[src/rtl/fgpd_pkg.sv]
// Shared types, constants and helper functions for the fuzzy-gain PD steering block.
// Holds the microcode table, the fuzzy rule table and the quantiser thresholds.
// Depends on nothing.
package fgpd_pkg;

  // Register indexes on the configuration port
  localparam logic [1:0] REG_BASE_P = 2'd0;
  localparam logic [1:0] REG_BASE_D = 2'd1;
  localparam logic [1:0] REG_FUZZY  = 2'd2;

  // Register reset values (8 fractional bits)
  localparam logic signed [23:0] BASE_P_RST = 24'sd51200;
  localparam logic signed [23:0] BASE_D_RST = -24'sd7680;
  localparam logic signed [23:0] FUZZY_RST  = 24'sd0;

  // Quantiser thresholds: error (scaled by 1/10) and error change
  localparam logic signed [16:0] E_T1 = 17'sd80;
  localparam logic signed [16:0] E_T2 = 17'sd240;
  localparam logic signed [16:0] E_T3 = 17'sd400;
  localparam logic signed [16:0] D_T1 = 17'sd8;
  localparam logic signed [16:0] D_T2 = 17'sd24;
  localparam logic signed [16:0] D_T3 = 17'sd40;

  // Fuzzy rule table, rows by error level, columns by error-change level
  localparam logic signed [3:0] RULE_TAB [7][7] = '{
    '{ 4'sd6,  4'sd5,  4'sd4,  4'sd3,  4'sd2,  4'sd1,  4'sd0},
    '{ 4'sd5,  4'sd5,  4'sd4,  4'sd3,  4'sd2,  4'sd0, -4'sd1},
    '{ 4'sd4,  4'sd4,  4'sd3,  4'sd2,  4'sd0, -4'sd2, -4'sd2},
    '{ 4'sd3,  4'sd3,  4'sd2,  4'sd0, -4'sd2, -4'sd3, -4'sd3},
    '{ 4'sd2,  4'sd2,  4'sd0, -4'sd2, -4'sd3, -4'sd4, -4'sd4},
    '{ 4'sd1,  4'sd0, -4'sd2, -4'sd3, -4'sd4, -4'sd5, -4'sd5},
    '{ 4'sd0, -4'sd1, -4'sd2, -4'sd3, -4'sd4, -4'sd5, -4'sd6}
  };

  // Output scaling: drive = floor((num + 1280) / 2560), done as >>> 8 then / 10
  localparam logic signed [47:0] SAMPLE_BIAS = 48'sd1280;
  localparam int unsigned        SAMPLE_SHIFT = 8;
  localparam logic [4:0]         SAMPLE_DIV   = 5'd10;

  // Constant divider: 40-bit dividend, four quotient bits per pass
  localparam int unsigned DIV_W     = 40;
  localparam int unsigned DIV_STEP  = 4;
  localparam int unsigned DIV_ITER  = DIV_W / DIV_STEP;
  localparam int unsigned DIV_CNT_W = $clog2(DIV_ITER + 1);

  // Microprogram entry points
  localparam int unsigned PC_W      = 4;
  localparam logic [PC_W-1:0] PC_SAMPLE = 4'd0;
  localparam logic [PC_W-1:0] PC_TICK   = 4'd9;

  // Control word fields
  typedef enum logic [2:0] {
    MUL_NONE,
    MUL_FUZ,     // fuzzy_gain * |rule|
    MUL_PE,      // P * error
    MUL_DG,      // D * gyro
    MUL_TICK     // (new - old) * n
  } mul_sel_e;

  typedef enum logic [2:0] {
    ALU_NOP,
    ALU_P,       // P = base_p + product
    ALU_X10,     // acc = 10 * product
    ALU_ADD_HI,  // acc += 16p or 8p, plus rounding bias
    ALU_ADD_LO,  // acc -= 2p or acc += 2p
    ALU_DIFF,    // acc = new - old
    ALU_TBIAS    // acc = product + half divisor
  } alu_op_e;

  typedef enum logic [1:0] {
    DIV_NONE,
    DIV_SAMPLE,  // divide acc >>> 8 by ten
    DIV_TICK     // divide acc by the sub-period count
  } div_op_e;

  typedef enum logic [1:0] {
    SEQ_NEXT,
    SEQ_WAIT,    // hold until the divider has finished
    SEQ_END      // hand over the result when the output register is free
  } seq_e;

  typedef enum logic [1:0] {
    FIN_NONE,
    FIN_SAMPLE,
    FIN_TICK
  } fin_e;

  typedef struct packed {
    mul_sel_e mul;
    alu_op_e  alu;
    div_op_e  div;
    seq_e     seq;
    fin_e     fin;
  } ucw_t;

  // Microprogram ROM
  function automatic ucw_t ucode(logic [PC_W-1:0] pc);
    ucw_t cw;
    cw.mul = MUL_NONE;
    cw.alu = ALU_NOP;
    cw.div = DIV_NONE;
    cw.seq = SEQ_NEXT;
    cw.fin = FIN_NONE;
    case (pc)
      4'd0:  cw.mul = MUL_FUZ;
      4'd1:  cw.alu = ALU_P;
      4'd2:  cw.mul = MUL_PE;
      4'd3: begin
        cw.mul = MUL_DG;
        cw.alu = ALU_X10;
      end
      4'd4:  cw.alu = ALU_ADD_HI;
      4'd5:  cw.alu = ALU_ADD_LO;
      4'd6:  cw.div = DIV_SAMPLE;
      4'd7:  cw.seq = SEQ_WAIT;
      4'd8: begin
        cw.seq = SEQ_END;
        cw.fin = FIN_SAMPLE;
      end
      4'd9:  cw.alu = ALU_DIFF;
      4'd10: cw.mul = MUL_TICK;
      4'd11: cw.alu = ALU_TBIAS;
      4'd12: cw.div = DIV_TICK;
      4'd13: cw.seq = SEQ_WAIT;
      4'd14: begin
        cw.seq = SEQ_END;
        cw.fin = FIN_TICK;
      end
      default: begin
        cw.seq = SEQ_END;
        cw.fin = FIN_NONE;
      end
    endcase
    return cw;
  endfunction

  // Quantise to a level and return it offset by three (0..6)
  function automatic logic [2:0] level_idx(logic signed [16:0] x,
                                           logic signed [16:0] t1,
                                           logic signed [16:0] t2,
                                           logic signed [16:0] t3);
    logic [2:0] idx;
    if (x >= t3)       idx = 3'd6;
    else if (x >= t2)  idx = 3'd5;
    else if (x >= t1)  idx = 3'd4;
    else if (x >= -t1) idx = 3'd3;
    else if (x >= -t2) idx = 3'd2;
    else if (x >= -t3) idx = 3'd1;
    else               idx = 3'd0;
    return idx;
  endfunction

  // Magnitude of a rule table entry
  function automatic logic [2:0] rule_mag(logic [2:0] row, logic [2:0] col);
    logic signed [3:0] v;
    v = 4'sd0;
    if (row <= 3'd6 && col <= 3'd6) begin
      v = RULE_TAB[row][col];
    end
    return v[3] ? 3'(-v) : v[2:0];
  endfunction

  // Clamp to the signed 32-bit range
  function automatic logic [31:0] sat32(logic signed [40:0] v);
    logic [31:0] r;
    if (v > 41'sd2147483647)       r = 32'h7fff_ffff;
    else if (v < -41'sd2147483648) r = 32'h8000_0000;
    else                           r = v[31:0];
    return r;
  endfunction

endpackage

[src/rtl/fuzzy_gain_pd_steering.sv]
// Fuzzy-gain PD steering controller: microcoded sequencer, shared multiplier,
// radix-16 constant divider and output register.
// Depends on fgpd_pkg (microcode ROM, rule table, helpers).
//
// Usage:
//  - Input channel (in_valid_i / in_stall_o): one request per item. op_i = 0 is a
//    control sample (path_error_i, gyro_rate_i); op_i = 1 is an interpolation tick
//    (sub_period_i). Every request yields exactly one drive_o result.
//  - Output channel (out_valid_o / out_stall_i): drive_o sits in an output
//    register; the next request is taken while a result still waits there.
//  - One request is in flight at a time: a new one is taken only after the
//    current result has been handed to the output register. The divider makes
//    ten passes of four quotient bits each over a 40-bit dividend.
//  - The multiplier (34 x 16 bits) is shared by all products of a request and
//    is followed by a register on every use.
//  - If the output register is still full and stalled when a result is ready,
//    the sequencer holds on its final step; nothing is lost or overwritten.
//  - Reset loads the default gains, clears the error/output history and leaves
//    both channels empty. The user writes gains via cfg_we_i only while idle; the block does not enforce it.
module fuzzy_gain_pd_steering #(
  parameter int unsigned SUB_PERIODS = 10
) (
  input  logic               clk_i,
  input  logic               rst_ni,
  // configuration
  input  logic               cfg_we_i,
  input  logic [1:0]         cfg_index_i,
  input  logic [23:0]        cfg_data_i,
  // request channel
  input  logic               in_valid_i,
  output logic               in_stall_o,
  input  logic               op_i,
  input  logic signed [15:0] path_error_i,
  input  logic signed [15:0] gyro_rate_i,
  input  logic [3:0]         sub_period_i,
  // result channel
  output logic               out_valid_o,
  input  logic               out_stall_i,
  output logic signed [31:0] drive_o
);

  localparam int unsigned       NW      = $clog2(SUB_PERIODS + 1);
  localparam logic [4:0]        SUBS_C  = 5'(SUB_PERIODS);
  localparam logic signed [47:0] HALF_C = 48'(SUB_PERIODS / 2);
  localparam int unsigned       DW      = fgpd_pkg::DIV_W;

  // Configuration and history
  logic signed [23:0] base_p_q, base_d_q, fuzzy_q;
  logic signed [15:0] last_error_q;
  logic signed [31:0] new_q, old_q;

  // Sequencer
  logic                          busy_q;
  logic [fgpd_pkg::PC_W-1:0]     pc_q;
  fgpd_pkg::ucw_t                cw;
  logic                          in_acc, out_free, fin_go;

  // Datapath
  logic signed [15:0] e_q, g_q;
  logic [NW-1:0]      n_q;
  logic [2:0]         r_q;
  logic signed [27:0] p_q;
  logic signed [49:0] prod_q;
  logic signed [47:0] acc_q;
  logic signed [31:0] drive_q;
  logic               out_valid_q;

  // Divider
  logic [DW-1:0]                   dq_q;
  logic [3:0]                      rem_q;
  logic [4:0]                      dsr_q;
  logic                            neg_q;
  logic [fgpd_pkg::DIV_CNT_W-1:0]  cnt_q;

  assign cw         = fgpd_pkg::ucode(pc_q);
  assign in_stall_o = busy_q;
  assign in_acc     = in_valid_i && !busy_q;
  assign out_free   = !out_valid_q || !out_stall_i;
  assign fin_go     = busy_q && (cw.seq == fgpd_pkg::SEQ_END) && out_free;

  // Rule lookup from the incoming error and its change
  logic signed [16:0] err_x, derr_x;
  logic [2:0]         rule_r;
  logic [4:0]         np1;
  logic [NW-1:0]      n_d;

  always_comb begin
    err_x  = 17'(path_error_i);
    derr_x = err_x - 17'(last_error_q);
    rule_r = fgpd_pkg::rule_mag(
      fgpd_pkg::level_idx(err_x, fgpd_pkg::E_T1, fgpd_pkg::E_T2, fgpd_pkg::E_T3),
      fgpd_pkg::level_idx(derr_x, fgpd_pkg::D_T1, fgpd_pkg::D_T2, fgpd_pkg::D_T3));
    np1    = 5'(sub_period_i) + 5'd1;
    n_d    = (np1 > SUBS_C) ? NW'(SUB_PERIODS) : np1[NW-1:0];
  end

  // Shared multiplier operand selection
  logic signed [33:0] mul_a;
  logic signed [15:0] mul_b;
  logic signed [49:0] mul_p;

  always_comb begin
    mul_a = '0;
    mul_b = '0;
    case (cw.mul)
      fgpd_pkg::MUL_FUZ: begin
        mul_a = 34'(fuzzy_q);
        mul_b = 16'(r_q);
      end
      fgpd_pkg::MUL_PE: begin
        mul_a = 34'(p_q);
        mul_b = e_q;
      end
      fgpd_pkg::MUL_DG: begin
        mul_a = 34'(base_d_q);
        mul_b = g_q;
      end
      fgpd_pkg::MUL_TICK: begin
        mul_a = acc_q[33:0];
        mul_b = 16'(n_q);
      end
      default: begin
        mul_a = '0;
        mul_b = '0;
      end
    endcase
  end

  assign mul_p = mul_a * mul_b;

  // Accumulator ALU
  logic signed [47:0] prod48, acc_d;
  logic               e_pos;

  always_comb begin
    prod48 = prod_q[47:0];
    e_pos  = !e_q[15] && (e_q != 16'sd0);
    acc_d  = acc_q;
    case (cw.alu)
      fgpd_pkg::ALU_X10:    acc_d = (prod48 <<< 3) + (prod48 <<< 1);
      fgpd_pkg::ALU_ADD_HI: acc_d = acc_q + (e_pos ? (prod48 <<< 4) : (prod48 <<< 3))
                                    + fgpd_pkg::SAMPLE_BIAS;
      fgpd_pkg::ALU_ADD_LO: acc_d = e_pos ? (acc_q - (prod48 <<< 1))
                                          : (acc_q + (prod48 <<< 1));
      fgpd_pkg::ALU_DIFF:   acc_d = 48'(new_q) - 48'(old_q);
      fgpd_pkg::ALU_TBIAS:  acc_d = prod48 + HALF_C;
      default:              acc_d = acc_q;
    endcase
  end

  // Divider operand and one pass of four restoring steps
  logic [DW-1:0] div_x, dq_v;
  logic [3:0]    rem_v;
  logic [4:0]    sh;

  always_comb begin
    div_x = (cw.div == fgpd_pkg::DIV_SAMPLE) ? acc_q[47:fgpd_pkg::SAMPLE_SHIFT]
                                             : acc_q[DW-1:0];
    dq_v  = dq_q;
    rem_v = rem_q;
    sh    = '0;
    for (int j = 0; j < fgpd_pkg::DIV_STEP; j++) begin
      sh   = {rem_v, dq_v[DW-1]};
      dq_v = {dq_v[DW-2:0], 1'b0};
      if (sh >= dsr_q) begin
        sh      = sh - dsr_q;
        dq_v[0] = 1'b1;
      end
      rem_v = sh[3:0];
    end
  end

  // Final value: undo the sign fold, add the old output for ticks, clamp
  logic [DW-1:0]      quo;
  logic signed [40:0] fin_sum;
  logic [31:0]        fin_val;

  always_comb begin
    quo     = neg_q ? ~dq_q : dq_q;
    fin_sum = {quo[DW-1], quo};
    if (cw.fin == fgpd_pkg::FIN_TICK) begin
      fin_sum = {{9{old_q[31]}}, old_q} + {quo[DW-1], quo};
    end
    fin_val = fgpd_pkg::sat32(fin_sum);
  end

  // Control state, configuration and history
  always_ff @(posedge clk_i or negedge rst_ni) begin
    if (!rst_ni) begin
      busy_q       <= 1'b0;
      pc_q         <= fgpd_pkg::PC_SAMPLE;
      cnt_q        <= '0;
      out_valid_q  <= 1'b0;
      base_p_q     <= fgpd_pkg::BASE_P_RST;
      base_d_q     <= fgpd_pkg::BASE_D_RST;
      fuzzy_q      <= fgpd_pkg::FUZZY_RST;
      last_error_q <= '0;
      new_q        <= '0;
      old_q        <= '0;
    end else begin
      if (cfg_we_i) begin
        case (cfg_index_i)
          fgpd_pkg::REG_BASE_P: base_p_q <= cfg_data_i;
          fgpd_pkg::REG_BASE_D: base_d_q <= cfg_data_i;
          fgpd_pkg::REG_FUZZY:  fuzzy_q  <= cfg_data_i;
          default: ;
        endcase
      end

      // step counter and jumps
      if (!busy_q) begin
        if (in_acc) begin
          busy_q <= 1'b1;
          pc_q   <= op_i ? fgpd_pkg::PC_TICK : fgpd_pkg::PC_SAMPLE;
        end
      end else begin
        case (cw.seq)
          fgpd_pkg::SEQ_NEXT: pc_q <= pc_q + 1'b1;
          fgpd_pkg::SEQ_WAIT: begin
            if (cnt_q == '0) pc_q <= pc_q + 1'b1;
          end
          fgpd_pkg::SEQ_END: begin
            if (out_free) busy_q <= 1'b0;
          end
          default: busy_q <= 1'b0;
        endcase
      end

      // divider pass counter
      if (busy_q && cw.div != fgpd_pkg::DIV_NONE) begin
        cnt_q <= fgpd_pkg::DIV_CNT_W'(fgpd_pkg::DIV_ITER);
      end else if (cnt_q != '0) begin
        cnt_q <= cnt_q - 1'b1;
      end

      // output register
      if (fin_go) begin
        out_valid_q <= 1'b1;
      end else if (!out_stall_i) begin
        out_valid_q <= 1'b0;
      end

      // history update on a finished sample
      if (fin_go && cw.fin == fgpd_pkg::FIN_SAMPLE) begin
        old_q        <= new_q;
        new_q        <= fin_val;
        last_error_q <= e_q;
      end
    end
  end

  // Datapath registers
  always_ff @(posedge clk_i) begin
    if (in_acc) begin
      e_q <= path_error_i;
      g_q <= gyro_rate_i;
      n_q <= n_d;
      r_q <= rule_r;
    end
    if (busy_q) begin
      if (cw.mul != fgpd_pkg::MUL_NONE) prod_q <= mul_p;
      if (cw.alu == fgpd_pkg::ALU_P) begin
        p_q <= 28'(base_p_q) + prod_q[27:0];
      end else if (cw.alu != fgpd_pkg::ALU_NOP) begin
        acc_q <= acc_d;
      end
      if (cw.div != fgpd_pkg::DIV_NONE) begin
        neg_q <= div_x[DW-1];
        dq_q  <= div_x[DW-1] ? ~div_x : div_x;
        rem_q <= '0;
        dsr_q <= (cw.div == fgpd_pkg::DIV_SAMPLE) ? fgpd_pkg::SAMPLE_DIV : SUBS_C;
      end
    end
    if (cnt_q != '0) begin
      dq_q  <= dq_v;
      rem_q <= rem_v;
    end
    if (fin_go) drive_q <= fin_val;
  end

  assign out_valid_o = out_valid_q;
  assign drive_o     = drive_q;

endmodule

[config.mk]
export PLATFORM = sky130hd
export DESIGN_NAME = fuzzy_gain_pd_steering
export DESIGN_NICKNAME = d
export VERILOG_FILES = /design/src/rtl/fgpd_pkg.sv /design/src/rtl/fuzzy_gain_pd_steering.sv
export SDC_FILE = /design/constraint.sdc
export NUM_CORES = 2
export LEC_CHECK = 0
export BUFFER_PORTS_ARGS = -buffer_cell sky130_fd_sc_hd__buf_2
export CAP_MARGIN = 10
export CORE_AREA = 2 2 301 303
export CTS_BUF_LIST = sky130_fd_sc_hd__clkbuf_4 sky130_fd_sc_hd__clkbuf_8
export DETAILED_ROUTE_END_ITERATION = 10
export DIE_AREA = 0 0 303 305
export HOLD_SLACK_MARGIN = 0.02
export PLACE_DENSITY = 0.79
export SYNTH_ARGS = -nofsm -noshare
export SYNTH_HDL_FRONTEND = slang
export SYNTH_SLANG_ARGS = --single-unit
[constraint.sdc]
create_clock -name clk_i -period 8.9 [get_ports clk_i]
set_input_delay 1.78 -clock clk_i [delete_from_list [all_inputs] [get_ports clk_i]]
set_output_delay 1.78 -clock clk_i [all_outputs]
set_load 0.05 [all_outputs]
==> metrics.md <==
| Metric | Value |
|---|---|
| Setup crit end | prod_q[46] |
| Slowest cell on crit path | fa_1 |
| Filler cells | 7240 |
| Fmax | 114.9 MHz |
| Worst EP arrival | 9.10 ns |
| Initial Utilization | 59.34% |
| Synthesized net count | 7068 |
| Final wirelength | 157200 um |
| Fin worst setup slack | 0.1985 ns |
| Post-DRT Antenna Nets | 0 |
| Die area | 0.09242 mm2 |
| CTS Buf Count | 75 |
| Status | complete, but fails checks |
| TritonCTS clock tree | built |
| Final nets | 7213 |
| Reg2reg path depth | 31 |
| H-tree depth | 3 |
| Die height | 305 um |
| Rel. slew slack | 13.77% |
| Clock sink count | 402 |
| Critical path class | register to register |
| Synthesized flop and latch total | 402 |
| Drt wl/cell | 21.08 um |
| Type of origin of the critical path | register |
| Syn-to-layout area delta | 9.513% |
| Worst reg2reg path endpoint | prod_q[46] |
| Min Clock Period, post-route | 8.702 ns |
| Final period utilization | 97.77% |
| DR pass1 iterations | 9 |
| Max stage delay on crit path | 0.55 ns |
| Vias/cell | 6.204 |
| Netlist Area Pre-Place | 0.05300 mm2 |
| Remaining DRCs | 4 |
| GRT Util Overall | 33.66% |
| Yosys Warn Count | 0 |
| Final hold viol count | 0 |
| Crit end category | register |
| Post-synthesis cell type count | 107 |
| CP Launch Point | pc_q[1] |
| Number of global-route vias before repair | 45250 |
| Async SR Flop Fraction | 40.30% |
| First-pass GRT wire length | 245800 um |
| Maximum fanout along the worst path | 20 |
| Worst skew pair latency | 0.70 ns |
| Area occupied by multi-input gates | 0.03814 mm2 |
| Min-delay src | fuzzy_q[19] |
| Placed standard-cell area | 0.05575 mm2 |
| GRT Residual Overflow | 0 |
| Clock buffer depth | 3 |
| Die W | 303 um |
| Slew Viols, Final | 0 |
| CTS root buffer | clkbuf_8 |
| # rows | 110 |
| Register area | 0.01128 mm2 |
| Synth Instances | 6066 |
| Total core area | 0.08932 mm2 |
| Vias | 46260 |
| Cell area after layout | 0.05805 mm2 |
| Primary FF master, synth | edfxtp_1 |
| Post-DP HPWL | 124000 um |
| Final setup viols | 0 |
| Layout cells sized above 1 | 11.14% |
| Number of antenna violations at the first check in global routing | 8 |
| Post-synth EDFFs | 240 |
| Max Cap Viol | 0 |
| Slew @ Worst Pin | 1.282 ns |
| Hold crit path type | register to register |
| Iter 0 DRT Violations | 4956 |
| CP required | 9.29 ns |
| Most frequent CP cell | fa_1 |
| Synthesized area per cell | 8.738 um2 |
| Pre-CTS setup slack | -0.02311 ns |
| Clock-pin slew on the worst setup and hold paths | 0.06 ns |
| I/O Buffers | 101 |
| RePlAce Congestion | 0.9972 |
| Worst reg2reg setup slack | 0.20 ns |
| Worst r2r src | pc_q[1] |
| Hold_buf cts | 0 |
| Failing checks | design-rule violations |
| Clock Skews | 0.04762 ns |
| IO Pins | 102 |
| Largest net degree at the start of global routing | 96 |
| Seq/Total Area, Yosys | 21.28% |
timing repair:
action	in CTS	in global routing
hold endpoints to repair	0	0
gates resized for setup	1	56
gates cloned	0	5
endpoints found under the setup margin	2	12
setup buffers	0	25
pin swaps	0	15
area by class of cell:
class / instances / share of cell area [%]
Multi-Input combinational cell: 4608 / 65.71
Sequential cell: 402 / 19.43
Timing Repair Buffer: 321 / 4.108
Inverter: 803 / 5.193
Clock inverter: 46 / 0.8795
Clock buffer: 94 / 2.110
Antenna cell: 6 / 0.02587
Tap cell: 1176 / 2.535
through the flow:
step / TNS (ns) / cells / hold slack [ns] / util, %
final: 0 / 7456 / 0.5120 / 64.98
after global routing: -0.03183 / 7456 / 0.5214 / 64.98
after CTS: 0 / 7420 / 0.5113 / 64.36
after detailed placement: -0.02311 / 7280 / 0.4952 / 62.41
after global placement: 0 / 7280 / 0.4846 / 62.41
after floorplan: 0 / 6066 / 0.4499 / -
kinds of logic after synthesis:
| logic type | count (synthesis) | share of synthesized area [%] |
|---|---|---|
| DFF | 402 | 21.28 |
| xor gates and xnor gates | 421 | 6.957 |
| AOI/OAI and AO/OA | 1360 | 17.13 |
| buffers and inverters | 1056 | 7.573 |
| and+or+nand+nor | 1757 | 15.08 |
| muxes | 136 | 2.750 |
| adders and majority gates | 934 | 29.23 |
flip-flops by register name (all words and copies together) (netlist names), 28 cells and up:
name     count
old_q       32
acc_q       48
new_q       32
drive_o     32
p_q         28
dq_q        40
prod_q      48
worst max-delay path, delay by kind of cell (launching register included):
| kind | cells | cell delay (ns) |
|---|---|---|
| buffers and inverters | 6 | 0.78 |
| DFF | 1 | 0.45 |
| AOI/OAI and AO/OA | 13 | 2.90 |
| and+or+nand+nor | 4 | 0.96 |
| adders and majority gates | 8 | 3.33 |
how the worst min path moves through the flow:
stage                                 end  cells after the start  slack [ns]
after floorplan           last_error_q[0]                      2        0.45
after CTS                     fuzzy_q[22]                      1        0.51
after global routing          fuzzy_q[22]                      1        0.52
after detailed placement       fuzzy_q[9]                      1        0.50
final                         fuzzy_q[19]                      1        0.51
after global placement    last_error_q[0]                      2        0.48
metal layers:
metal | vias to the layer above | share of wire, % | GRT usage, %
li1 | 20970 | - | -
met1 | 22310 | 40 | 46.69
met2 | 2585 | 45 | 52.19
met3 | 393 | 11 | 7.136
met4 | 2 | 3.8 | 11.71
met5 | - | 0.0083 | 0
Yosys cell counts, types with 39 or more instances:
cell      count  share of area, %
o211ai_1     41              0.58
nand2_1     647               4.6
nand3_1      84              0.79
nor3_1       84              0.79
a21oi_1     324               3.1
inv_1       802               5.7
dfrtp_1     147               6.9
xnor2_1     270               4.5
mux2_2       74               1.6
a31oi_1      50              0.59
xor2_1      151               2.5
o21ai_0     300               2.8
nor2b_1      46              0.54
a22o_1       39              0.64
mux2i_1      61               1.2
fa_1        507                19
ha_1        427                10
nor2_1      548               3.9
o21a_1       48              0.68
a21o_1      137               1.9
clkbuf_1    204               1.4
a221oi_1     56              0.93
nand2b_1     72              0.85
edfxtp_1    240                14
cells in the final DEF, fill, tap and decap left out, types with 45 or more instances in the layout:
cell,instances
nor2b_1,45
a31oi_1,48
xnor2_1,270
o21a_1,48
buf_4,200
clkbuf_8,83
mux2i_1,61
dfrtp_1,146
nand2b_1,72
nand2_1,644
mux2_2,74
buf_2,100
o21ai_0,299
nor3_1,80
a221oi_1,48
xor2_1,151
inv_1,800
ha_1,423
nand3_1,84
nor2_1,540
a21oi_1,318
fa_1,506
edfxtp_1,240
a21o_1,136
Power is not shown: default switching activity piles up to over one toggle a cycle in this logic, so the estimate is an artifact.
